**src/hdl/assert_macros.svh**
```systemverilog
`ifndef ASSERT_MACROS_SVH
`define ASSERT_MACROS_SVH

// Check that cons holds in the same cycle as ante.
`define ASSERT_SAME(label, clk, rst_n, ante, cons, msg) \
    label: assert property (@(posedge clk) disable iff (!rst_n) (ante) |-> (cons)) \
        else $error(msg);

// Check that cons holds in the cycle after ante.
`define ASSERT_NEXT(label, clk, rst_n, ante, cons, msg) \
    label: assert property (@(posedge clk) disable iff (!rst_n) (ante) |=> (cons)) \
        else $error(msg);

`endif

```
**src/hdl/rc6_pkg.sv**
```systemverilog
`default_nettype none

package rc6_pkg;

    // Default sizes
    localparam int ROUNDS_DEF        = 20;
    localparam int MAX_KEY_BYTES_DEF = 32;

    // Fixed widths
    localparam int WORD_W        = 32;
    localparam int ROT_W         = 5;
    localparam int KEY_REG_W     = 64;
    localparam int KEY_REG_COUNT = 4;
    localparam int KEY_LEN_W     = 6;
    localparam int CFG_IDX_W     = 3;

    // Magic constants and fixed rotations
    localparam logic [WORD_W-1:0]    MAGIC_P  = 32'hB7E15163;
    localparam logic [WORD_W-1:0]    MAGIC_Q  = 32'h9E3779B9;
    localparam logic [ROT_W-1:0]     MULT_ROT = 5'd5;
    localparam logic [ROT_W-1:0]     MIX_ROT  = 5'd3;
    localparam logic [KEY_LEN_W-1:0] KEY_LEN_RST = 6'd16;

    // Configuration register indexes
    localparam logic [CFG_IDX_W-1:0] CFG_KEY0    = 3'd0;
    localparam logic [CFG_IDX_W-1:0] CFG_KEY1    = 3'd1;
    localparam logic [CFG_IDX_W-1:0] CFG_KEY2    = 3'd2;
    localparam logic [CFG_IDX_W-1:0] CFG_KEY3    = 3'd3;
    localparam logic [CFG_IDX_W-1:0] CFG_KEY_LEN = 3'd4;

    typedef struct packed {
        logic              cmd;
        logic [WORD_W-1:0] word_a;
        logic [WORD_W-1:0] word_b;
        logic [WORD_W-1:0] word_c;
        logic [WORD_W-1:0] word_d;
    } t_req;

    typedef struct packed {
        logic [WORD_W-1:0] out_a;
        logic [WORD_W-1:0] out_b;
        logic [WORD_W-1:0] out_c;
        logic [WORD_W-1:0] out_d;
    } t_resp;

    typedef enum logic [1:0] {
        STEP_PRE,
        STEP_ROUND,
        STEP_POST
    } t_step_kind;

    typedef struct packed {
        logic       en;
        logic       enc;
        t_step_kind kind;
    } t_step_ctl;

    typedef struct packed {
        logic busy;
        logic done;
    } t_ks_stat;

    typedef enum logic [2:0] {
        ST_IDLE,
        ST_KEY,
        ST_FETCH,
        ST_RUN,
        ST_DONE
    } t_state;

    typedef enum logic [1:0] {
        KS_IDLE,
        KS_INIT,
        KS_MIX_A,
        KS_MIX_B
    } t_ks_state;

    function automatic logic [WORD_W-1:0] rotl32(input logic [WORD_W-1:0] x,
                                                 input logic [ROT_W-1:0] n);
        logic [2*WORD_W-1:0] w;
        w = {x, x} << n;
        return w[2*WORD_W-1:WORD_W];
    endfunction

    function automatic logic [WORD_W-1:0] rotr32(input logic [WORD_W-1:0] x,
                                                 input logic [ROT_W-1:0] n);
        logic [2*WORD_W-1:0] w;
        w = {x, x} >> n;
        return w[WORD_W-1:0];
    endfunction

endpackage

`default_nettype wire

```
**src/hdl/rc6_rk_ram.sv**
```systemverilog
`default_nettype none

module rc6_rk_ram
    import rc6_pkg::*;
#(
    parameter int ROUNDS = ROUNDS_DEF
)(
    input  logic                              i_clk,
    input  logic                              i_wr_en,
    input  logic [$clog2(2*ROUNDS+4)-1:0]     i_wr_addr,
    input  logic [WORD_W-1:0]                 i_wr_data,
    input  logic [$clog2(2*ROUNDS+4)-1:0]     i_rd0_addr,
    output logic [WORD_W-1:0]                 o_rd0_data,
    input  logic [$clog2(2*ROUNDS+4)-1:0]     i_rd1_addr,
    output logic [WORD_W-1:0]                 o_rd1_data
);

    localparam int DEPTH = 2*ROUNDS + 4;

    logic [WORD_W-1:0] r_mem [DEPTH];
    logic [WORD_W-1:0] r_rd0_data;
    logic [WORD_W-1:0] r_rd1_data;

    // Write one round key, read two through registered read ports
    always_ff @(posedge i_clk) begin
        if (i_wr_en) begin
            r_mem[i_wr_addr] <= i_wr_data;
        end
        r_rd0_data <= r_mem[i_rd0_addr];
        r_rd1_data <= r_mem[i_rd1_addr];
    end

    assign o_rd0_data = r_rd0_data;
    assign o_rd1_data = r_rd1_data;

endmodule

`default_nettype wire

```
**config.mk**
```make
export PLATFORM = sky130hd
export DESIGN_NAME = rc6_rk_ram
export DESIGN_NICKNAME = d
export VERILOG_FILES = /design/src/hdl/assert_macros.svh /design/src/hdl/rc6_pkg.sv /design/src/hdl/rc6_rk_ram.sv
export SDC_FILE = /design/constraint.sdc
export NUM_CORES = 2
export LEC_CHECK = 0
export BUFFER_PORTS_ARGS = -buffer_cell sky130_fd_sc_hd__buf_2
export CAP_MARGIN = 30
export CORE_ASPECT_RATIO = 1.25
export CORE_MARGIN = 3
export CORE_UTILIZATION = 40
export DETAILED_ROUTE_END_ITERATION = 6
export RECOVER_POWER = 25
export SLEW_MARGIN = 10
export SYNTH_ARGS = -nofsm -noshare
export SYNTH_HDL_FRONTEND = slang
export SYNTH_SLANG_ARGS = --single-unit
```
**constraint.sdc**
```tcl
create_clock -name i_clk -period 10.7 [get_ports i_clk]
set_clock_uncertainty 0.1 [all_clocks]
set_input_delay 1.07 -clock i_clk [delete_from_list [all_inputs] [get_ports i_clk]]
set_output_delay 1.07 -clock i_clk [all_outputs]
set_load 0.02 [all_outputs]
```
==> metrics.txt <==
status=finished with violations; violated checks=max-capacitance violations, max-slew violations; Setup WS pre-CTS=5.788 ns; Static Leakage=approximately 23 nW; Synth Warn #=0; Pre-antenna DRT Iters=5; vias post-DR=36.84k; gr ovfl total=0; DRT iter0 DRCs=4518; io pins=between 100 and 150; CTS H-tree lvls=4; cell area after synthesis=65750 µm²; vias per std cell=about 6.5; Clock Pin Slew Worst Setup and Hold Paths=roughly 0.070 ns; Max Slew Vio Count=990; Layout Cells excl Fill=5666; most common cell after layout, fill and taps aside=edfxtp_1; Min Hold Slack=just over 0.7 ns; Post-Syn Area per Cell=a little over 20 µm²; Mapped Nets=3290; Area Growth Syn to Fin=12.90%; Hold Crit Class=reg -> reg; CP Launch Type=input port; DR WL/cell=37.28 µm; initial antenna violation count=38; Max Fclk=248.1 MHz; RD Place Congestion=0.7921; most frequent cells in the layout=edfxtp_1 (1408), mux4_2 (688), mux2i_1 (186); vias in the first global route=37.48k; synth unique cells=37; die footprint=about 170000 µm²; root buffer cell=clkbuf_16; Max transition margin=-0.2540; PortBufs=115; dpl hpwl=117100 µm; critical path capture point type=register; pwr/cell area=approximately 170 nW/µm²; CORE AREA=162500 µm²; top-area cell type share of the netlist area=0.6430; Seq cells post-synth=between 1k and 1.5k; CP max FO=86; min setup slack post-route=6.670 ns; number of cells upsized or downsized after cts=0; Post CTS Setup Buffer Count=0; CTS Sinks=1472; Die Ht=459.3 µm; placed cells=5372; Initial Util=0.4047; worst skew pair latency=0.79 ns; setup TNS=0 ns; endpoints failing setup=0; Worst-Margin Slew=1.881 ns; Final nets=3402; total track usage=0.2493; Cells after Synth=3238; Synth area leader=edfxtp_1; num rows=165; RSZ-0062 raised after global routing=false; Seq/Total Area, Yosys=0.6625; Setup CP Type=in -> reg; final period utilization=0.3766; drt drc=0; Die X=approximately 370 µm; CTS tree=built; Worst Path Required=11.27 ns; antenna violation net count after detailed routing=0; Tmin final=4.030 ns; TritonCTS Buffers=145; share of post-route cells with drive strength above 1=0.3370; peak supply drop=176.8 µV; CTS Buffer Depth=3; final hold viol count=0; top post-synthesis cells by area=edfxtp_1 (64%), mux4_2 (24%), mux2i_1 (2.8%), dfxtp_1 (1.9%), nand2_1 (0.91%); max-cap violation count=22; CTS Hold Buffers Added=0; first-pass GRT wire length=293100 µm; Critical Path AT=4.60 ns; largest net degree at the start of global routing=around 120; Total Wirelength=211200 µm
critical path: stages:
cell     delay [ns]
buf_8          0.55
buf_12         0.64
buf_4          0.78
mux4_2         0.61
mux4_2         0.46
a211o_1        0.30
kinds of logic (layout without fill, tap and decap cells):
group / after synthesis / after routing / synth area share
multiplexers: 874 / 874 / 0.2640
AND/OR/NAND/NOR: 272 / 272 / 0.01775
flip-flops: 1472 / 1472 / 0.6625
buffers and inverters: 260 / 491 / 0.01800
other: 0 / 26 / 0
AO/OA/AOI/OAI: 360 / 360 / 0.03779
layout make-up:
cell class              count  area, µm²
inverters                   2      12.51
clock inverters            64      668.1
well taps                2171       2716
diodes                     26      65.06
multi-input cells        1506      21380
flip-flops and latches   1472      43560
repair buffers            223       1604
clock buffers             202       4225
fillers                 13536      88240
state kept, by name (all words and copies together), names as in the netlist:
signal,count
r_mem,1408
o_rd1_data,32
o_rd0_data,32
Yosys cell counts:
library cell / n
a211o_1: 20
a211oi_1: 12
a21oi_1: 13
a221oi_1: 23
a22o_1: 12
a22oi_1: 75
a31oi_1: 53
and2_1: 1
buf_1: 16
buf_2: 85
buf_4: 17
buf_6: 5
clkbuf_1: 135
dfxtp_1: 64
edfxtp_1: 1408
inv_1: 1
inv_2: 1
mux2i_1: 186
mux4_2: 688
nand2_1: 160
nand2b_1: 3
nand3_1: 5
nand3b_1: 4
nand4_1: 1
nand4b_1: 1
nor2_1: 63
nor2b_1: 7
nor3_1: 4
nor3b_1: 1
o211ai_1: 21
o21ai_0: 43
o221ai_1: 12
o22ai_1: 76
or2_2: 1
or3_1: 5
or3b_2: 5
or4_1: 11
through the flow:
stage	cell area (µm²)	utilization	total power, mW
finish	74240	0.4569	12.69
global route	74210	0.4568	13.06
CTS	74140	0.4563	12.77
detailed placement	69250	0.4262	7.556
global placement	69090	0.4253	7.548
floorplan	65750	-	7.130
where the power goes:
| group | total, mW | switching, mW | leakage [nW] | internal, mW |
|---|---|---|---|---|
| combinational | 0.983 | 0.602 | 7.78 | 0.382 |
| clock | 5.27 | 2.19 | 2.41 | 3.07 |
| sequential | 6.44 | 0.0609 | 13.2 | 6.38 |
path summary, 6_finish.rpt:
check,depth (start not counted),slack (ns),startpoint,to
setup / recovery,6,6.67,i_rd0_addr[0],o_rd0_data[3]
hold / removal,3,0.71,r_mem[11][30],o_rd1_data[30]
setup reg to reg,5,8.39,r_mem[36][22],o_rd1_data[22]
hold reg to reg,3,0.71,r_mem[11][30],o_rd1_data[30]
metal layers:
layer / track usage / routed length [µm] / vias to the layer above
met2: 0.4036 / 102400 / 2028
met3: 0.05038 / 19920 / 393
met1: 0.3337 / 80290 / 20067
li1: - / - / 14333
met4: 0.09588 / 8498 / 14
met5: 0 / 92 / -
(Power assumes the default switching activity.)
