[src/hdl/assert_macros.svh]
`ifndef ASSERT_MACROS_SVH
`define ASSERT_MACROS_SVH

// Check that cons holds in the same cycle as ante.
`define ASSERT_SAME(label, clk, rst_n, ante, cons, msg) \
    label: assert property (@(posedge clk) disable iff (!rst_n) (ante) |-> (cons)) \
        else $error(msg);

// Check that cons holds in the cycle after ante.
`define ASSERT_NEXT(label, clk, rst_n, ante, cons, msg) \
    label: assert property (@(posedge clk) disable iff (!rst_n) (ante) |=> (cons)) \
        else $error(msg);

`endif

[src/hdl/rc6_pkg.sv]
`default_nettype none

package rc6_pkg;

    // Default sizes
    localparam int ROUNDS_DEF        = 20;
    localparam int MAX_KEY_BYTES_DEF = 32;

    // Fixed widths
    localparam int WORD_W        = 32;
    localparam int ROT_W         = 5;
    localparam int KEY_REG_W     = 64;
    localparam int KEY_REG_COUNT = 4;
    localparam int KEY_LEN_W     = 6;
    localparam int CFG_IDX_W     = 3;

    // Magic constants and fixed rotations
    localparam logic [WORD_W-1:0]    MAGIC_P  = 32'hB7E15163;
    localparam logic [WORD_W-1:0]    MAGIC_Q  = 32'h9E3779B9;
    localparam logic [ROT_W-1:0]     MULT_ROT = 5'd5;
    localparam logic [ROT_W-1:0]     MIX_ROT  = 5'd3;
    localparam logic [KEY_LEN_W-1:0] KEY_LEN_RST = 6'd16;

    // Configuration register indexes
    localparam logic [CFG_IDX_W-1:0] CFG_KEY0    = 3'd0;
    localparam logic [CFG_IDX_W-1:0] CFG_KEY1    = 3'd1;
    localparam logic [CFG_IDX_W-1:0] CFG_KEY2    = 3'd2;
    localparam logic [CFG_IDX_W-1:0] CFG_KEY3    = 3'd3;
    localparam logic [CFG_IDX_W-1:0] CFG_KEY_LEN = 3'd4;

    typedef struct packed {
        logic              cmd;
        logic [WORD_W-1:0] word_a;
        logic [WORD_W-1:0] word_b;
        logic [WORD_W-1:0] word_c;
        logic [WORD_W-1:0] word_d;
    } t_req;

    typedef struct packed {
        logic [WORD_W-1:0] out_a;
        logic [WORD_W-1:0] out_b;
        logic [WORD_W-1:0] out_c;
        logic [WORD_W-1:0] out_d;
    } t_resp;

    typedef enum logic [1:0] {
        STEP_PRE,
        STEP_ROUND,
        STEP_POST
    } t_step_kind;

    typedef struct packed {
        logic       en;
        logic       enc;
        t_step_kind kind;
    } t_step_ctl;

    typedef struct packed {
        logic busy;
        logic done;
    } t_ks_stat;

    typedef enum logic [2:0] {
        ST_IDLE,
        ST_KEY,
        ST_FETCH,
        ST_RUN,
        ST_DONE
    } t_state;

    typedef enum logic [1:0] {
        KS_IDLE,
        KS_INIT,
        KS_MIX_A,
        KS_MIX_B
    } t_ks_state;

    function automatic logic [WORD_W-1:0] rotl32(input logic [WORD_W-1:0] x,
                                                 input logic [ROT_W-1:0] n);
        logic [2*WORD_W-1:0] w;
        w = {x, x} << n;
        return w[2*WORD_W-1:WORD_W];
    endfunction

    function automatic logic [WORD_W-1:0] rotr32(input logic [WORD_W-1:0] x,
                                                 input logic [ROT_W-1:0] n);
        logic [2*WORD_W-1:0] w;
        w = {x, x} >> n;
        return w[WORD_W-1:0];
    endfunction

endpackage

`default_nettype wire

[src/hdl/rc6_round_unit.sv]
`default_nettype none

module rc6_round_unit
    import rc6_pkg::*;
(
    input  logic              i_clk,
    input  logic              i_load,
    input  t_req              i_req,
    input  t_step_ctl         i_ctl,
    input  logic [WORD_W-1:0] i_k0,
    input  logic [WORD_W-1:0] i_k1,
    output t_resp             o_resp
);

    logic [WORD_W-1:0] r_a;
    logic [WORD_W-1:0] r_b;
    logic [WORD_W-1:0] r_c;
    logic [WORD_W-1:0] r_d;
    logic [WORD_W-1:0] n_a;
    logic [WORD_W-1:0] n_b;
    logic [WORD_W-1:0] n_c;
    logic [WORD_W-1:0] n_d;
    logic [WORD_W-1:0] x0;
    logic [WORD_W-1:0] x1;
    logic [WORD_W-1:0] t;
    logic [WORD_W-1:0] u;

    // Quadratic mixing on the two words that feed the rotations
    always_comb begin
        x0 = i_ctl.enc ? r_b : r_a;
        x1 = i_ctl.enc ? r_d : r_c;
        t  = rotl32(x0 * {x0[WORD_W-2:0], 1'b1}, MULT_ROT);
        u  = rotl32(x1 * {x1[WORD_W-2:0], 1'b1}, MULT_ROT);
    end

    // One whitening step or one round, words rotated in place
    always_comb begin
        n_a = r_a;
        n_b = r_b;
        n_c = r_c;
        n_d = r_d;
        case (i_ctl.kind)
            STEP_PRE: begin
                if (i_ctl.enc) begin
                    n_b = r_b + i_k0;
                    n_d = r_d + i_k1;
                end else begin
                    n_a = r_a - i_k0;
                    n_c = r_c - i_k1;
                end
            end
            STEP_ROUND: begin
                if (i_ctl.enc) begin
                    n_a = r_b;
                    n_b = rotl32(r_c ^ u, t[ROT_W-1:0]) + i_k1;
                    n_c = r_d;
                    n_d = rotl32(r_a ^ t, u[ROT_W-1:0]) + i_k0;
                end else begin
                    n_a = rotr32(r_d - i_k0, u[ROT_W-1:0]) ^ t;
                    n_b = r_a;
                    n_c = rotr32(r_b - i_k1, t[ROT_W-1:0]) ^ u;
                    n_d = r_c;
                end
            end
            STEP_POST: begin
                if (i_ctl.enc) begin
                    n_a = r_a + i_k0;
                    n_c = r_c + i_k1;
                end else begin
                    n_b = r_b - i_k0;
                    n_d = r_d - i_k1;
                end
            end
            default: begin
            end
        endcase
    end

    // Load a new block or advance one step
    always_ff @(posedge i_clk) begin
        if (i_load) begin
            r_a <= i_req.word_a;
            r_b <= i_req.word_b;
            r_c <= i_req.word_c;
            r_d <= i_req.word_d;
        end else if (i_ctl.en) begin
            r_a <= n_a;
            r_b <= n_b;
            r_c <= n_c;
            r_d <= n_d;
        end
    end

    assign o_resp.out_a = r_a;
    assign o_resp.out_b = r_b;
    assign o_resp.out_c = r_c;
    assign o_resp.out_d = r_d;

endmodule

`default_nettype wire

[config.mk]
export PLATFORM = sky130hd
export DESIGN_NAME = rc6_round_unit
export DESIGN_NICKNAME = d
export VERILOG_FILES = /design/src/hdl/assert_macros.svh /design/src/hdl/rc6_pkg.sv /design/src/hdl/rc6_round_unit.sv
export SDC_FILE = /design/constraint.sdc
export NUM_CORES = 2
export LEC_CHECK = 0
export BUFFER_PORTS_ARGS = -buffer_cell sky130_fd_sc_hd__buf_2
export CORE_ASPECT_RATIO = 1.5
export CORE_MARGIN = 5
export CORE_UTILIZATION = 55
export DETAILED_ROUTE_END_ITERATION = 16
export HOLD_SLACK_MARGIN = 0.08
export PLACE_DENSITY = 0.77
export SETUP_SLACK_MARGIN = 0.05
export SYNTH_ARGS = -nofsm -noshare
export SYNTH_HDL_FRONTEND = slang
export SYNTH_SLANG_ARGS = --single-unit
export TNS_END_PERCENT = 1
[constraint.sdc]
create_clock -name i_clk -period 17.8 [get_ports i_clk]
set_input_delay 0.89 -clock i_clk [delete_from_list [all_inputs] [get_ports i_clk]]
set_output_delay 0.89 -clock i_clk [all_outputs]
set_load 0.02 [all_outputs]
==> metrics.txt <==
crit path max-delay cell type a21oi_1; xor/xnor share of the synthesized area 8.065%; largest family of logic cells by synthesized area adder cells; mux cell area share after synthesis 7.380%; Worst Setup SP i_ctl[2]; clk_lat worst skew approximately 510 ps; normalized max-slew margin 4.569%; layout cells sized above 1 a little under a tenth; CTS tree done; gpl congestion approximately 1.1; routed vias about 55,000; status finished, final reports clean; Hold Vio Cnt, Final 0; WL per Instance 28.91 um; total wire length 245.2 mm; adder-cell share of the synthesized area between 30% and 40%; Starting Density roughly 55%; Util after Layout ~59%; vias in the first global route approximately 55,000; Critical Path Sink r_b[31]; simple-gate area share of the yosys netlist 13.66%; period utilization a little under 90%; Cell Rows around 140; fillers 9,277; area grow syn2layout 6.921%; Hold WC Path Type in -> reg; Clock Path Buffers 2; Critical Path RT approximately 18,000 ps; sum of negative setup slack 0 ps; # Max-Cap Violations 0; pin count of the biggest net entering global routing roughly 130; max-slew violations 0; Yosys cell types approximately 110; worst clock skew 20.02 ps; hold depth 3; Setup violations, final 0; Via density ~6.5; clk slew on worst S/H paths around 60 ps; H-Tree Depth 4; global-route wire length before repair about 350 mm; number of synthesized flops with an enable pin 128; Compound-Gate Fraction of Synth Area between 10% and 20%; Least-Margin Pin Slew between 1000 and 1500 ps; Post-DP HPWL 205.9 mm; Mapped Cells 6,890; worst r2r path cells 45; CP Data Arrival Time between 15,000 and 20,000 ps; worst r2r src r_c[20]; Post-DRT Antenna Nets 0; Mapped Avg Cell Area around 8.3 um2; minimum clock period after layout between 15,000 and 20,000 ps; initial antenna violation count 23; cts repair resizes 0; I/O pin total between 300 and 400; R2R Setup Slk roughly 2500 ps; chip height ~400 um; FF-to-FF End r_b[31]; die area approximately 0.11 mm2; clk sink count about 130; clock root buffer clkbuf_16; sequential cell area ~0.0038 mm2; Async S/R FF share, synth 0%; Mapped Nets roughly 8,300; Num CTS Buffers 17; die width between 200 and 300 um; 1st-pass router iterations 8; Multi-input gate area just under 0.05 mm2; postcts setup bufs 0; DRC viols 0; CP Max Fanout 47; Yosys warning total 0; WS Path Type in -> reg; Critical Path Max Stage Delay between 800 and 900 ps; Synth Flop Type edfxtp_1; Yosys reg bits around 130; Seq/Total Area, Yosys ~6.7%; core area just over 0.1 mm2; synthesized area 0.05700 mm2; Remaining Overflow, GRT 0; most frequent CP cell fa_1; Highest Clock Rate 63.24 MHz; Total Routing Usage GR between 40% and 50%; hold buffers post-CTS 0; crit path launch type input port; DRT iter0 DRCs ~6,300; Final nets around 8,500; IO buf count about 330; Setup crit end kind register; min-delay src i_req[75]; RSZ-0062 raised after global routing no
## placed cells by master, fill, tap and decap left out, types with 128 or more instances in the layout
cell type | synthesis | routed
nand2_1 | 486 | 484
a21oi_1 | 443 | 431
o21ai_0 | 317 | 315
fa_1 | 738 | 738
inv_1 | 1025 | 1024
edfxtp_1 | 128 | 128
xor2_1 | 149 | 146
ha_1 | 511 | 509
buf_2 | 56 | 323
mux2i_1 | 319 | 318
nor2_1 | 648 | 645
xnor2_1 | 335 | 332
## worst min path at each step
stage | to
detailed placement | r_c[22]
global route | r_a[7]
global placement | r_c[22]
CTS | r_a[7]
floorplan | r_d[24]
finish | r_b[11]
## cells in the mapped netlist, types with 23 or more instances
master / number / area share [%]
mux2i_1: 319 / 5.6
a211oi_1: 90 / 1.2
and2_1: 40 / 0.44
nor2_1: 648 / 4.3
o211ai_1: 61 / 0.80
a21o_1: 114 / 1.5
mux2_2: 66 / 1.3
a31oi_1: 82 / 0.90
o21ai_0: 317 / 2.8
nor3_1: 101 / 0.89
nor4_1: 27 / 0.30
buf_2: 56 / 0.49
a21oi_1: 443 / 3.9
xor2_1: 149 / 2.3
fa_1: 738 / 26
a311oi_1: 23 / 0.35
nand2b_1: 55 / 0.60
clkbuf_1: 183 / 1.2
nand2_1: 486 / 3.2
ha_1: 511 / 11
o31ai_1: 39 / 0.51
or3_1: 38 / 0.42
nor2b_1: 73 / 0.80
buf_1: 38 / 0.25
inv_1: 1025 / 6.8
xnor2_1: 335 / 5.1
o21a_1: 57 / 0.75
o21bai_1: 33 / 0.43
and3_1: 45 / 0.49
or2_2: 31 / 0.34
o22ai_1: 37 / 0.41
edfxtp_1: 128 / 6.7
nand3_1: 89 / 0.78
nand4_1: 27 / 0.30
## critical path, delay by kind of cell
family	cells	cell delay [ps]
AND/OR/NAND/NOR	9	2350
AO/OA/AOI/OAI	16	5250
XOR/XNOR	1	610
buffers and inverters	8	1570
multiplexers	3	730
adder cells (fa/ha/maj)	10	4690
## logic make-up after synthesis
kind of cell / count (synthesis)
xor gates and xnor gates: 500
adders and majority gates: 1249
DFF: 128
and+or+nand+nor: 1716
AOI/OAI and AO/OA: 1572
buffers and inverters: 1327
muxes: 398
## routing by layer
metal / track usage [%] / routed length, um / up-vias
li1: - / - / 23775
met1: 47.96 / 80390 / 26363
met2: 68.48 / 108300 / 3623
met3: 9.080 / 24590 / 1126
met4: 42.34 / 31880 / 6
met5: 0 / 39 / -
## registers in the layout, indices dropped and copies added, names as in the netlist
name / cells
r_a: 32
r_b: 32
r_c: 32
r_d: 32
## through the flow
step                setup slack [ps]  cells  hold WS (ps)  instance area, um2
global placement                2019   8432         842.7               60310
CTS                             2421   8464         651.1               60900
global route                    1474   8464         679.4               60900
detailed placement              1945   8432         857.1               60310
finish                          1987   8482         665.6               60940
floorplan                       4193   6890         751.5               57000
## final cells by class
class / count / area share, %
multi-input cells: 5435 / 79.25
inverters: 1042 / 6.422
flip-flops and latches: 128 / 6.307
repair buffers: 440 / 4.141
well taps: 1387 / 2.848
clock buffers: 17 / 0.6981
clock inverters: 15 / 0.2628
diodes: 18 / 0.07391
Power is not shown: default switching activity piles up to over one toggle a cycle in this logic, so the estimate is an artifact.
