===== config.mk =====
export PLATFORM = sky130hd
export DESIGN_NAME = rc6_key_sched
export DESIGN_NICKNAME = d
export VERILOG_FILES = /design/src/hdl/assert_macros.svh /design/src/hdl/rc6_pkg.sv /design/src/hdl/rc6_key_sched.sv
export SDC_FILE = /design/constraint.sdc
export NUM_CORES = 1
export LEC_CHECK = 0
export BUFFER_PORTS_ARGS = -buffer_cell sky130_fd_sc_hd__buf_4
export CAP_MARGIN = 25
export CORE_ASPECT_RATIO = 0.75
export CORE_MARGIN = 2
export CORE_UTILIZATION = 40
export CTS_CLUSTER_SIZE = 14
export DETAILED_ROUTE_END_ITERATION = 12
export PLACE_DENSITY = 0.61
export SYNTH_ARGS = -nofsm -noshare
export SYNTH_HDL_FRONTEND = slang
export SYNTH_SLANG_ARGS = --single-unit

===== constraint.sdc =====
create_clock -name i_clk -period 15.6 [get_ports i_clk]
set_input_delay 3.12 -clock i_clk [delete_from_list [all_inputs] [get_ports i_clk]]
set_output_delay 3.12 -clock i_clk [all_outputs]
set_load 0.005 [all_outputs]

===== src/hdl/assert_macros.svh =====
`ifndef ASSERT_MACROS_SVH
`define ASSERT_MACROS_SVH

// Check that cons holds in the same cycle as ante.
`define ASSERT_SAME(label, clk, rst_n, ante, cons, msg) \
    label: assert property (@(posedge clk) disable iff (!rst_n) (ante) |-> (cons)) \
        else $error(msg);

// Check that cons holds in the cycle after ante.
`define ASSERT_NEXT(label, clk, rst_n, ante, cons, msg) \
    label: assert property (@(posedge clk) disable iff (!rst_n) (ante) |=> (cons)) \
        else $error(msg);

`endif


===== src/hdl/rc6_pkg.sv =====
`default_nettype none

package rc6_pkg;

    // Default sizes
    localparam int ROUNDS_DEF        = 20;
    localparam int MAX_KEY_BYTES_DEF = 32;

    // Fixed widths
    localparam int WORD_W        = 32;
    localparam int ROT_W         = 5;
    localparam int KEY_REG_W     = 64;
    localparam int KEY_REG_COUNT = 4;
    localparam int KEY_LEN_W     = 6;
    localparam int CFG_IDX_W     = 3;

    // Magic constants and fixed rotations
    localparam logic [WORD_W-1:0]    MAGIC_P  = 32'hB7E15163;
    localparam logic [WORD_W-1:0]    MAGIC_Q  = 32'h9E3779B9;
    localparam logic [ROT_W-1:0]     MULT_ROT = 5'd5;
    localparam logic [ROT_W-1:0]     MIX_ROT  = 5'd3;
    localparam logic [KEY_LEN_W-1:0] KEY_LEN_RST = 6'd16;

    // Configuration register indexes
    localparam logic [CFG_IDX_W-1:0] CFG_KEY0    = 3'd0;
    localparam logic [CFG_IDX_W-1:0] CFG_KEY1    = 3'd1;
    localparam logic [CFG_IDX_W-1:0] CFG_KEY2    = 3'd2;
    localparam logic [CFG_IDX_W-1:0] CFG_KEY3    = 3'd3;
    localparam logic [CFG_IDX_W-1:0] CFG_KEY_LEN = 3'd4;

    typedef struct packed {
        logic              cmd;
        logic [WORD_W-1:0] word_a;
        logic [WORD_W-1:0] word_b;
        logic [WORD_W-1:0] word_c;
        logic [WORD_W-1:0] word_d;
    } t_req;

    typedef struct packed {
        logic [WORD_W-1:0] out_a;
        logic [WORD_W-1:0] out_b;
        logic [WORD_W-1:0] out_c;
        logic [WORD_W-1:0] out_d;
    } t_resp;

    typedef enum logic [1:0] {
        STEP_PRE,
        STEP_ROUND,
        STEP_POST
    } t_step_kind;

    typedef struct packed {
        logic       en;
        logic       enc;
        t_step_kind kind;
    } t_step_ctl;

    typedef struct packed {
        logic busy;
        logic done;
    } t_ks_stat;

    typedef enum logic [2:0] {
        ST_IDLE,
        ST_KEY,
        ST_FETCH,
        ST_RUN,
        ST_DONE
    } t_state;

    typedef enum logic [1:0] {
        KS_IDLE,
        KS_INIT,
        KS_MIX_A,
        KS_MIX_B
    } t_ks_state;

    function automatic logic [WORD_W-1:0] rotl32(input logic [WORD_W-1:0] x,
                                                 input logic [ROT_W-1:0] n);
        logic [2*WORD_W-1:0] w;
        w = {x, x} << n;
        return w[2*WORD_W-1:WORD_W];
    endfunction

    function automatic logic [WORD_W-1:0] rotr32(input logic [WORD_W-1:0] x,
                                                 input logic [ROT_W-1:0] n);
        logic [2*WORD_W-1:0] w;
        w = {x, x} >> n;
        return w[WORD_W-1:0];
    endfunction

endpackage

`default_nettype wire


===== src/hdl/rc6_key_sched.sv =====
`default_nettype none

module rc6_key_sched
    import rc6_pkg::*;
#(
    parameter int ROUNDS        = ROUNDS_DEF,
    parameter int MAX_KEY_BYTES = MAX_KEY_BYTES_DEF
)(
    input  logic                                   i_clk,
    input  logic                                   i_rst_n,
    input  logic                                   i_start,
    input  logic [KEY_REG_COUNT*KEY_REG_W-1:0]     i_key,
    input  logic [KEY_LEN_W-1:0]                   i_key_len,
    output t_ks_stat                               o_stat,
    output logic                                   o_rk_wr_en,
    output logic [$clog2(2*ROUNDS+4)-1:0]          o_rk_wr_addr,
    output logic [WORD_W-1:0]                      o_rk_wr_data,
    output logic [$clog2(2*ROUNDS+4)-1:0]          o_rk_rd_addr,
    input  logic [WORD_W-1:0]                      i_rk_rd_data
);

    localparam int RK_COUNT = 2*ROUNDS + 4;
    localparam int RKW      = $clog2(RK_COUNT);
    localparam int KW_COUNT = (MAX_KEY_BYTES + 3) / 4;
    localparam int KWW      = (KW_COUNT > 1) ? $clog2(KW_COUNT) : 1;
    localparam int NWW      = $clog2(KW_COUNT + 1);
    localparam int INIT_LEN = (RK_COUNT > KW_COUNT) ? RK_COUNT : KW_COUNT;
    localparam int CW       = $clog2(INIT_LEN);
    localparam int SCW      = $clog2(3*INIT_LEN + 1);

    t_ks_state         r_state;
    t_ks_state         n_state;
    logic [CW-1:0]     r_cnt;
    logic [SCW-1:0]    r_left;
    logic [WORD_W-1:0] r_s;
    logic [WORD_W-1:0] r_a;
    logic [WORD_W-1:0] r_b;
    logic [RKW-1:0]    r_ai;
    logic [KWW-1:0]    r_bi;
    logic [NWW-1:0]    r_nw;

    // Key word memory
    logic [WORD_W-1:0] r_kw [KW_COUNT];
    logic [WORD_W-1:0] r_kw_rd;
    logic              kw_we;
    logic [KWW-1:0]    kw_wa;
    logic [WORD_W-1:0] kw_wd;
    logic [KWW-1:0]    kw_ra;

    logic [KEY_LEN_W-1:0] len_sat;
    logic [KEY_LEN_W-1:0] nw_raw;
    logic [NWW-1:0]       nw_calc;
    logic [CW:0]          mix_len;
    logic [SCW-1:0]       steps_calc;
    logic [KWW-1:0]       kw_idx;
    logic [WORD_W-1:0]    key_word;
    logic [KEY_LEN_W-1:0] byte_idx;
    logic [WORD_W-1:0]    a_new;
    logic [WORD_W-1:0]    ab_sum;
    logic [WORD_W-1:0]    b_new;
    logic [RKW-1:0]       ai_next;
    logic [KWW-1:0]       bi_next;
    logic                 last_step;

    // Size the schedule from the key length
    always_comb begin
        len_sat = (i_key_len > KEY_LEN_W'(MAX_KEY_BYTES)) ? KEY_LEN_W'(MAX_KEY_BYTES)
                                                          : i_key_len;
        nw_raw  = (len_sat + KEY_LEN_W'(3)) >> 2;
        nw_calc = (nw_raw == '0) ? NWW'(1) : NWW'(nw_raw);
        mix_len = ((CW+1)'(nw_calc) > (CW+1)'(RK_COUNT)) ? (CW+1)'(nw_calc)
                                                          : (CW+1)'(RK_COUNT);
        steps_calc = (SCW'(mix_len) << 1) + SCW'(mix_len);
    end

    // Pack key bytes into a word, dropping bytes past the key length
    always_comb begin
        kw_idx   = r_cnt[KWW-1:0];
        key_word = i_key[WORD_W*kw_idx +: WORD_W];
        byte_idx = '0;
        for (int m = 0; m < 4; m++) begin
            byte_idx = {1'b0, 3'(kw_idx), 2'(m)};
            if (byte_idx >= len_sat) begin
                key_word[8*m +: 8] = 8'h00;
            end
        end
    end

    // Mixing arithmetic, split over two phases per step
    always_comb begin
        a_new     = rotl32(i_rk_rd_data + r_a + r_b, MIX_ROT);
        ab_sum    = r_a + r_b;
        b_new     = rotl32(r_kw_rd + ab_sum, ab_sum[ROT_W-1:0]);
        ai_next   = (r_ai == RKW'(RK_COUNT - 1)) ? '0 : r_ai + RKW'(1);
        bi_next   = ((NWW'(r_bi) + NWW'(1)) == r_nw) ? '0 : r_bi + KWW'(1);
        last_step = (r_left == SCW'(1));
    end

    // Next state
    always_comb begin
        n_state = r_state;
        case (r_state)
            KS_IDLE: begin
                if (i_start) begin
                    n_state = KS_INIT;
                end
            end
            KS_INIT: begin
                if (r_cnt == CW'(INIT_LEN - 1)) begin
                    n_state = KS_MIX_A;
                end
            end
            KS_MIX_A: begin
                n_state = KS_MIX_B;
            end
            KS_MIX_B: begin
                n_state = last_step ? KS_IDLE : KS_MIX_A;
            end
            default: begin
                n_state = KS_IDLE;
            end
        endcase
    end

    // Memory ports and status. The two phases alternate, so an entry written
    // in one phase is read back at the earliest in the next one.
    always_comb begin
        o_rk_wr_en   = 1'b0;
        o_rk_wr_addr = r_ai;
        o_rk_wr_data = a_new;
        o_rk_rd_addr = ai_next;
        kw_we        = 1'b0;
        kw_wa        = r_bi;
        kw_wd        = b_new;
        kw_ra        = r_bi;
        o_stat.busy  = (r_state != KS_IDLE);
        o_stat.done  = 1'b0;
        case (r_state)
            KS_IDLE: begin
            end
            KS_INIT: begin
                o_rk_wr_en   = ({1'b0, r_cnt} < (CW+1)'(RK_COUNT));
                o_rk_wr_addr = r_cnt[RKW-1:0];
                o_rk_wr_data = r_s;
                o_rk_rd_addr = '0;
                kw_we        = ({1'b0, r_cnt} < (CW+1)'(KW_COUNT));
                kw_wa        = kw_idx;
                kw_wd        = key_word;
            end
            KS_MIX_A: begin
                o_rk_wr_en = 1'b1;
            end
            KS_MIX_B: begin
                kw_we       = 1'b1;
                o_stat.done = last_step;
            end
            default: begin
            end
        endcase
    end

    // Control registers
    always_ff @(posedge i_clk) begin
        if (!i_rst_n) begin
            r_state <= KS_IDLE;
            r_cnt   <= '0;
            r_left  <= '0;
        end else begin
            r_state <= n_state;
            if (r_state == KS_IDLE) begin
                r_cnt  <= '0;
                r_left <= steps_calc;
            end else if (r_state == KS_INIT) begin
                r_cnt <= r_cnt + CW'(1);
            end else if (r_state == KS_MIX_B) begin
                r_left <= r_left - SCW'(1);
            end
        end
    end

    // Working values
    always_ff @(posedge i_clk) begin
        case (r_state)
            KS_IDLE: begin
                r_s  <= MAGIC_P;
                r_a  <= '0;
                r_b  <= '0;
                r_ai <= '0;
                r_bi <= '0;
                r_nw <= nw_calc;
            end
            KS_INIT: begin
                r_s <= r_s + MAGIC_Q;
            end
            KS_MIX_A: begin
                r_a <= a_new;
            end
            KS_MIX_B: begin
                r_b  <= b_new;
                r_ai <= ai_next;
                r_bi <= bi_next;
            end
            default: begin
            end
        endcase
    end

    // Key word memory, one write and one registered read
    always_ff @(posedge i_clk) begin
        if (kw_we) begin
            r_kw[kw_wa] <= kw_wd;
        end
        r_kw_rd <= r_kw[kw_ra];
    end

endmodule

`default_nettype wire


==> run metrics, run 1 <==
largest net degree at the start of global routing 69; EDFF count, synth 365; Post-CTS Setup Bufs 0; vias in the first global route 22137; cts bufs inserted 43; leading cell types in the layout, fill and taps excluded 387 x buf_4, 365 x edfxtp_1, 203 x nand2_1, 201 x nor2_1, 134 x mux4_2; crit path cell chain buf_4, fa_1, ha_1, inv_1, fa_1, nor2b_1, o2111ai_1, a21boi_0, o31a_1, a22oi_1, a31oi_1, a211o_1, a31oi_1, xnor2_1, mux2_2, buf_4; gpl congestion 0.998; Worst setup EP type output port; layout cells sized above 1 24.9%; Via density 6.15; initial DRC count 2528; crit path max-delay cell type fa_1; crit path DAT 7.13 ns; # clock sinks 413; filler cell count in the final layout 6148; hold_buf cts 0; fin nets 3218; TritonCTS clock tree built; max-slew violation count 0; Netlist Area Pre-Place 27700 µm²; total die area 71300 µm²; R2R Setup Slk 7.19 ns; WL/cell 26.6 µm; WHS 0.510 ns; # setup viols final 0; Worst slew margin 28.7%; Post-synth ARST share 0%; Least-Margin Pin Slew 1.06 ns; Die Wd 308 µm; #FFs+latches synth 413; post-placement cell count 3622; initial antenna violation count 8; Detail Route Antenna Nets 0; Peak Freq 97.5 MHz; routed wire length 98500 µm; DP Wirelength 76400 µm; commonest non-fill, non-tap cell in the layout buf_4; critical path required time 12.48 ns; FP Rows 83; Startpoint Class primary input; die height 232 µm; clk root buf clkbuf_16; global-route wire length before repair 145000 µm; average instance area after synthesis 11.2 µm²; Reg clk slew, reported paths 0.06 ns; top_reg_cell synth edfxtp_1; DRC 0; GRT Overall Usage 27.2%; Final Hold Viols 0; Max FO, Critical Path 4; CP Class primary input to output port; Layout area overhead 18.3%; Fin Setup TNS 0 ns; drt pass-1 iters 5; min-delay worst type flip-flop to flip-flop; Synth Instances 2472; Synth cell types 89; yosys warns 0; CP max stage delay 0.54 ns; Max-Cap Viols 0; skew final 0.0366 ns; post-synthesis sequential area ratio 43.1%; starting density of the core 40.4%; worst-skew pair later-pin latency 0.60 ns; # resized after CTS 0; Final min period 10.25 ns; vias 22776; number of I/O port buffers 343; Top Ports 344; Buf+Inv Stages, Crit Path 3; unrepaired setup endpoints after global routing no; cell family with most CP delay compound AO/OA/AOI/OAI gates; fin crit share 65.7%; H-tree levels 2; clk buf depth 3; Post-Layout Cell Count 3705; Syn Nets 2913; status finished, final reports clean; core box area 68400 µm²; grt ovf 0
## synth_stat cells (8+ instances only)
| library cell | instances | area [µm²] |
|---|---|---|
| or3_1 | 21 | 131 |
| nand2b_1 | 21 | 131 |
| and3_1 | 19 | 119 |
| or2_2 | 12 | 75.1 |
| o31ai_1 | 19 | 143 |
| nor2b_1 | 18 | 113 |
| o221ai_1 | 21 | 184 |
| xor2_1 | 41 | 359 |
| o211ai_1 | 26 | 195 |
| o21ai_0 | 114 | 571 |
| a22oi_1 | 8 | 60.1 |
| a211o_1 | 13 | 114 |
| inv_1 | 66 | 248 |
| edfxtp_1 | 365 | 11000 |
| o311ai_0 | 12 | 105 |
| nand4_1 | 18 | 113 |
| a31oi_1 | 35 | 219 |
| a21oi_1 | 128 | 641 |
| nand3_1 | 61 | 305 |
| o21a_1 | 29 | 218 |
| nor3_1 | 64 | 320 |
| a21boi_0 | 8 | 60.1 |
| buf_1 | 28 | 105 |
| mux4_2 | 134 | 3020 |
| xnor2_1 | 63 | 552 |
| ha_1 | 110 | 1380 |
| clkbuf_1 | 95 | 357 |
| mux2_2 | 63 | 709 |
| nand2_1 | 203 | 762 |
| a31o_2 | 9 | 78.8 |
| a21o_1 | 36 | 270 |
| dfxtp_1 | 48 | 961 |
| nor4_1 | 17 | 106 |
| a311oi_1 | 10 | 87.6 |
| a211oi_1 | 38 | 285 |
| o211a_1 | 12 | 120 |
| o22ai_1 | 17 | 106 |
| fa_1 | 34 | 681 |
| o21bai_1 | 17 | 128 |
| o21ai_1 | 12 | 60.1 |
| mux2i_1 | 30 | 300 |
| and2_1 | 34 | 213 |
| o2111ai_1 | 9 | 78.8 |
| nor2_1 | 209 | 785 |
## per-layer routing
metal	GRT usage [%]	up-vias	routed length, µm
li1	-	10273	-
met1	40.7	11313	45000
met2	40.3	1062	42700
met3	5.29	126	8440
met4	6.63	2	2340
met5	0	-	11
## layout make-up
cell class	count	area, µm²	share of cell area, %
Inverter	68	255	0.780
Clock inverter	25	322	0.983
Tap cell	892	1120	3.41
Multi-Input combinational cell	1861	15000	45.9
Sequential cell	413	11900	36.5
Clock buffer	54	1120	3.41
Timing Repair Buffer	390	2940	8.99
Antenna cell	2	5.00	0.0153
## worst reg2reg max path: cells and delay by family (launching register included)
| family | cells | cell delay (ns) |
|---|---|---|
| adders and majority gates | 3 | 1.08 |
| AOI/OAI and AO/OA | 13 | 5.38 |
| buffers and inverters | 1 | 0.07 |
| xor gates and xnor gates | 1 | 0.33 |
| and+or+nand+nor | 5 | 0.84 |
| DFF | 1 | 0.38 |
## final timing paths
check | from | endpoint | cells past startpoint
max | i_rk_rd_data[1] | o_rk_wr_data[2] | 16
min | r_left[1]$_SDFFE_PP0P_ | r_left[1]$_SDFFE_PP0P_ | 2
max reg2reg | r_a[0]$_SDFFCE_PN0P_ | r_kw[5][20]$_DFFE_PP_ | 23
min reg2reg | r_left[1]$_SDFFE_PP0P_ | r_left[1]$_SDFFE_PP0P_ | 2
## cells by family after synthesis
logic type               share of synthesized area (%)
AND/OR/NAND/NOR                                   12.5
buffers and inverters                             2.76
XOR/XNOR                                          3.29
AO/OA/AOI/OAI                                     16.3
adder cells (fa/ha/maj)                           7.44
flip-flops                                        43.1
multiplexers                                      14.6
## flip-flops by register name (all words and copies together), names as in the netlist
name / cells
r_nw: 4
kw_ra: 3
r_s: 32
r_kw: 256
r_left: 8
r_state: 2
r_b: 32
r_cnt: 6
r_ai: 6
r_kw_rd: 32
r_a: 32
## stage by stage
| stage | instance area [µm²] | utilization (%) | setup slack, ns |
|---|---|---|---|
| 3_3_place_gp | 31200 | 45.6 | 5.46 |
| 4_1_cts | 32700 | 47.8 | 5.42 |
| 3_5_place_dp | 31200 | 45.7 | 5.47 |
| 5_1_grt | 32700 | 47.8 | 5.13 |
| 6_report | 32700 | 47.8 | 5.35 |
| 2_1_floorplan | 27700 | - | 6.35 |
Power of run 1 is left out: the tool's default activity adds up to more than one toggle a clock period on the data nets, which glitch-free logic cannot reach.
==> run 2, diff against run 1 <==
==> constraint.sdc (replaced) <==
create_clock -name i_clk -period 9.8 [get_ports i_clk]
set_input_delay 1.96 -clock i_clk [delete_from_list [all_inputs] [get_ports i_clk]]
set_output_delay 1.96 -clock i_clk [all_outputs]
set_load 0.005 [all_outputs]
==> run 2 against run 1 <==
Core utilization decreased by 0.12 points. Setup slack worse by 3.5 ns. Highest routed layer unchanged. Flip-flop and latch count unchanged. Cell count is essentially flat. First-iteration DRC count is 2.5% lower. Clock skew down 0.011 ns. Critical path depth stayed put. Die area is the same. Wire length rose by 0.90%. Via count grew 1.0%.
==> run metrics, run 2 (synthesis gave the netlist of run 1 again) <==
layout cells sized above 1 24.8% (-0.080 points); skew final 0.0257 ns (-0.0109 ns); crit path max-delay cell type fa_1; # clock sinks 413 (unchanged); Detail Route Antenna Nets 0 (unchanged); Final Hold Viols 0 (unchanged); Multi-input gate area 15000 µm² (unchanged); Max-Cap Viols 0 (unchanged); commonest non-fill, non-tap cell in the layout buf_4; cts bufs inserted 43 (unchanged); H-tree levels 2 (unchanged); Reg clk slew, reported paths 0.06 ns (about the same); Worst slew margin 26.0% (-2.7 points); Worst setup EP type output port; # resized after CTS 0 (unchanged); # setup viols final 0 (unchanged); critical path required time 7.84 ns (-4.64 ns); initial antenna violation count 6 (-2); hold_buf cts 0 (unchanged); starting density of the core 40.4% (unchanged); CP max stage delay 0.53 ns (about the same); pre-CTS setup slack 1.93 ns (-3.53 ns); met3 WL 9030 µm (+6.9%); TritonCTS clock tree built; Area after DPL 31200 µm² (about the same); fin crit share 81.0%; Top Ports 344 (unchanged); Post-CTS Setup Bufs 0 (unchanged); clk root buf clkbuf_16; hold wc startpoint r_left[1]$_SDFFE_PP0P_; DP Wirelength 76500 µm (+0.21%); Peak Freq 126 MHz; total die area 71300 µm² (unchanged); Max FO, Critical Path 4 (unchanged); drt pass-1 iters 5 (unchanged); vias in the first global route 22238 (+0.46%); Die Wd 308 µm (unchanged); min-delay worst type flip-flop to flip-flop; core box area 68400 µm² (unchanged); crit path cell chain buf_4, fa_1, ha_1, inv_1, fa_1, nor2b_1, o2111ai_1, a21boi_0, o31a_1, a22oi_1, a31oi_1, a211o_1, a21oi_1, xor2_1, o21ai_0, buf_4; max reg flops 256 (unchanged); number of I/O port buffers 343 (unchanged); global-route wire length before repair 145000 µm (+0.38%); DR top layer met5; GRT Overall Usage 27.4% (+0.23 points); unrepaired setup endpoints after global routing no; M1 WL 44300 µm (-1.4%); Least-Margin Pin Slew 1.10 ns (+0.0356 ns); CP Class primary input to output port; leading cell types in the layout, fill and taps excluded 387 x buf_4, 365 x edfxtp_1, 203 x nand2_1, 201 x nor2_1, 134 x mux4_2; grt ovf 0 (unchanged); Final Cell Area 32600 µm² (-0.26%); Layout area overhead 18.0%; Final min period 7.94 ns; slack of the critical path 1.86 ns (-3.48 ns); worst setup path start i_rk_rd_data[1]; largest net degree at the start of global routing 81 (+17%); Startpoint Class primary input; cell count along the critical path 16 (unchanged); cell family with most CP delay compound AO/OA/AOI/OAI gates; Via density 6.21 (+1.1%); fin nets 3215 (-0.093%); Fin Setup TNS 0 ns (unchanged); routed wl met2 43500 µm (+1.7%); FP Rows 83 (unchanged); Register Area 11900 µm² (unchanged); clk buf depth 3 (unchanged); filler cell count in the final layout 6175 (+0.44%); max-slew violation count 0 (unchanged); Top reg by flops r_kw; status finished, final reports clean; Buf+Inv Stages, Crit Path 3 (unchanged); vias 23004 (+1.0%); DRC 0 (unchanged); WL/cell 26.8 µm (+0.99%); crit path DAT 5.98 ns (-1.15 ns); hold path cells 2 (unchanged); worst-skew pair later-pin latency 0.59 ns (about the same); die height 232 µm (unchanged); initial DRC count 2465 (-2.5%); R2R depth 25 (+8.7%); FF-to-FF Start r_b[0]$_SDFFCE_PN0P_; routed wire length 99400 µm (+0.90%); gpl congestion 0.999 (+0.16%)
run 2: area by class of cell:
type | instances | area share, %
inverters | 68 | 0.782
diodes | 2 | 0.0153
clock inverters | 18 | 0.544
flip-flops and latches | 413 | 36.6
clock buffers | 61 | 3.72
well taps | 892 | 3.42
multi-input cells | 1861 | 46.1
repair buffers | 387 | 8.90
run 2: per-layer routing:
layer | vias up | GRT usage, %
li1 | 10272 | -
met4 | 2 | 7.00
met1 | 11381 | 41.1
met3 | 133 | 4.87
met5 | - | 0
met2 | 1216 | 40.9
run 2: worst min-delay path, stage by stage (launching register included):
cell	delay [ns]
dfxtp_1	0.32
nor2_1	0.10
a211oi_1	0.06
run 2: through the flow:
stage               utilization (%)  instances  hold WS (ns)
floorplan                         -       2472         0.468
global placement               45.6       3621         0.479
detailed placement             45.6       3621         0.519
CTS                            47.7       3700         0.527
global route                   47.7       3701         0.549
finish                         47.7       3702         0.525
run 2: worst paths after layout:
path                                  to  slack [ns]
hold reg to reg   r_left[1]$_SDFFE_PP0P_        0.53
setup / recovery         o_rk_wr_data[0]        1.86
setup reg to reg    r_kw[7][4]$_DFFE_PP_        2.09
hold / removal    r_left[1]$_SDFFE_PP0P_        0.53
Power of run 2 is left out for the same reason.
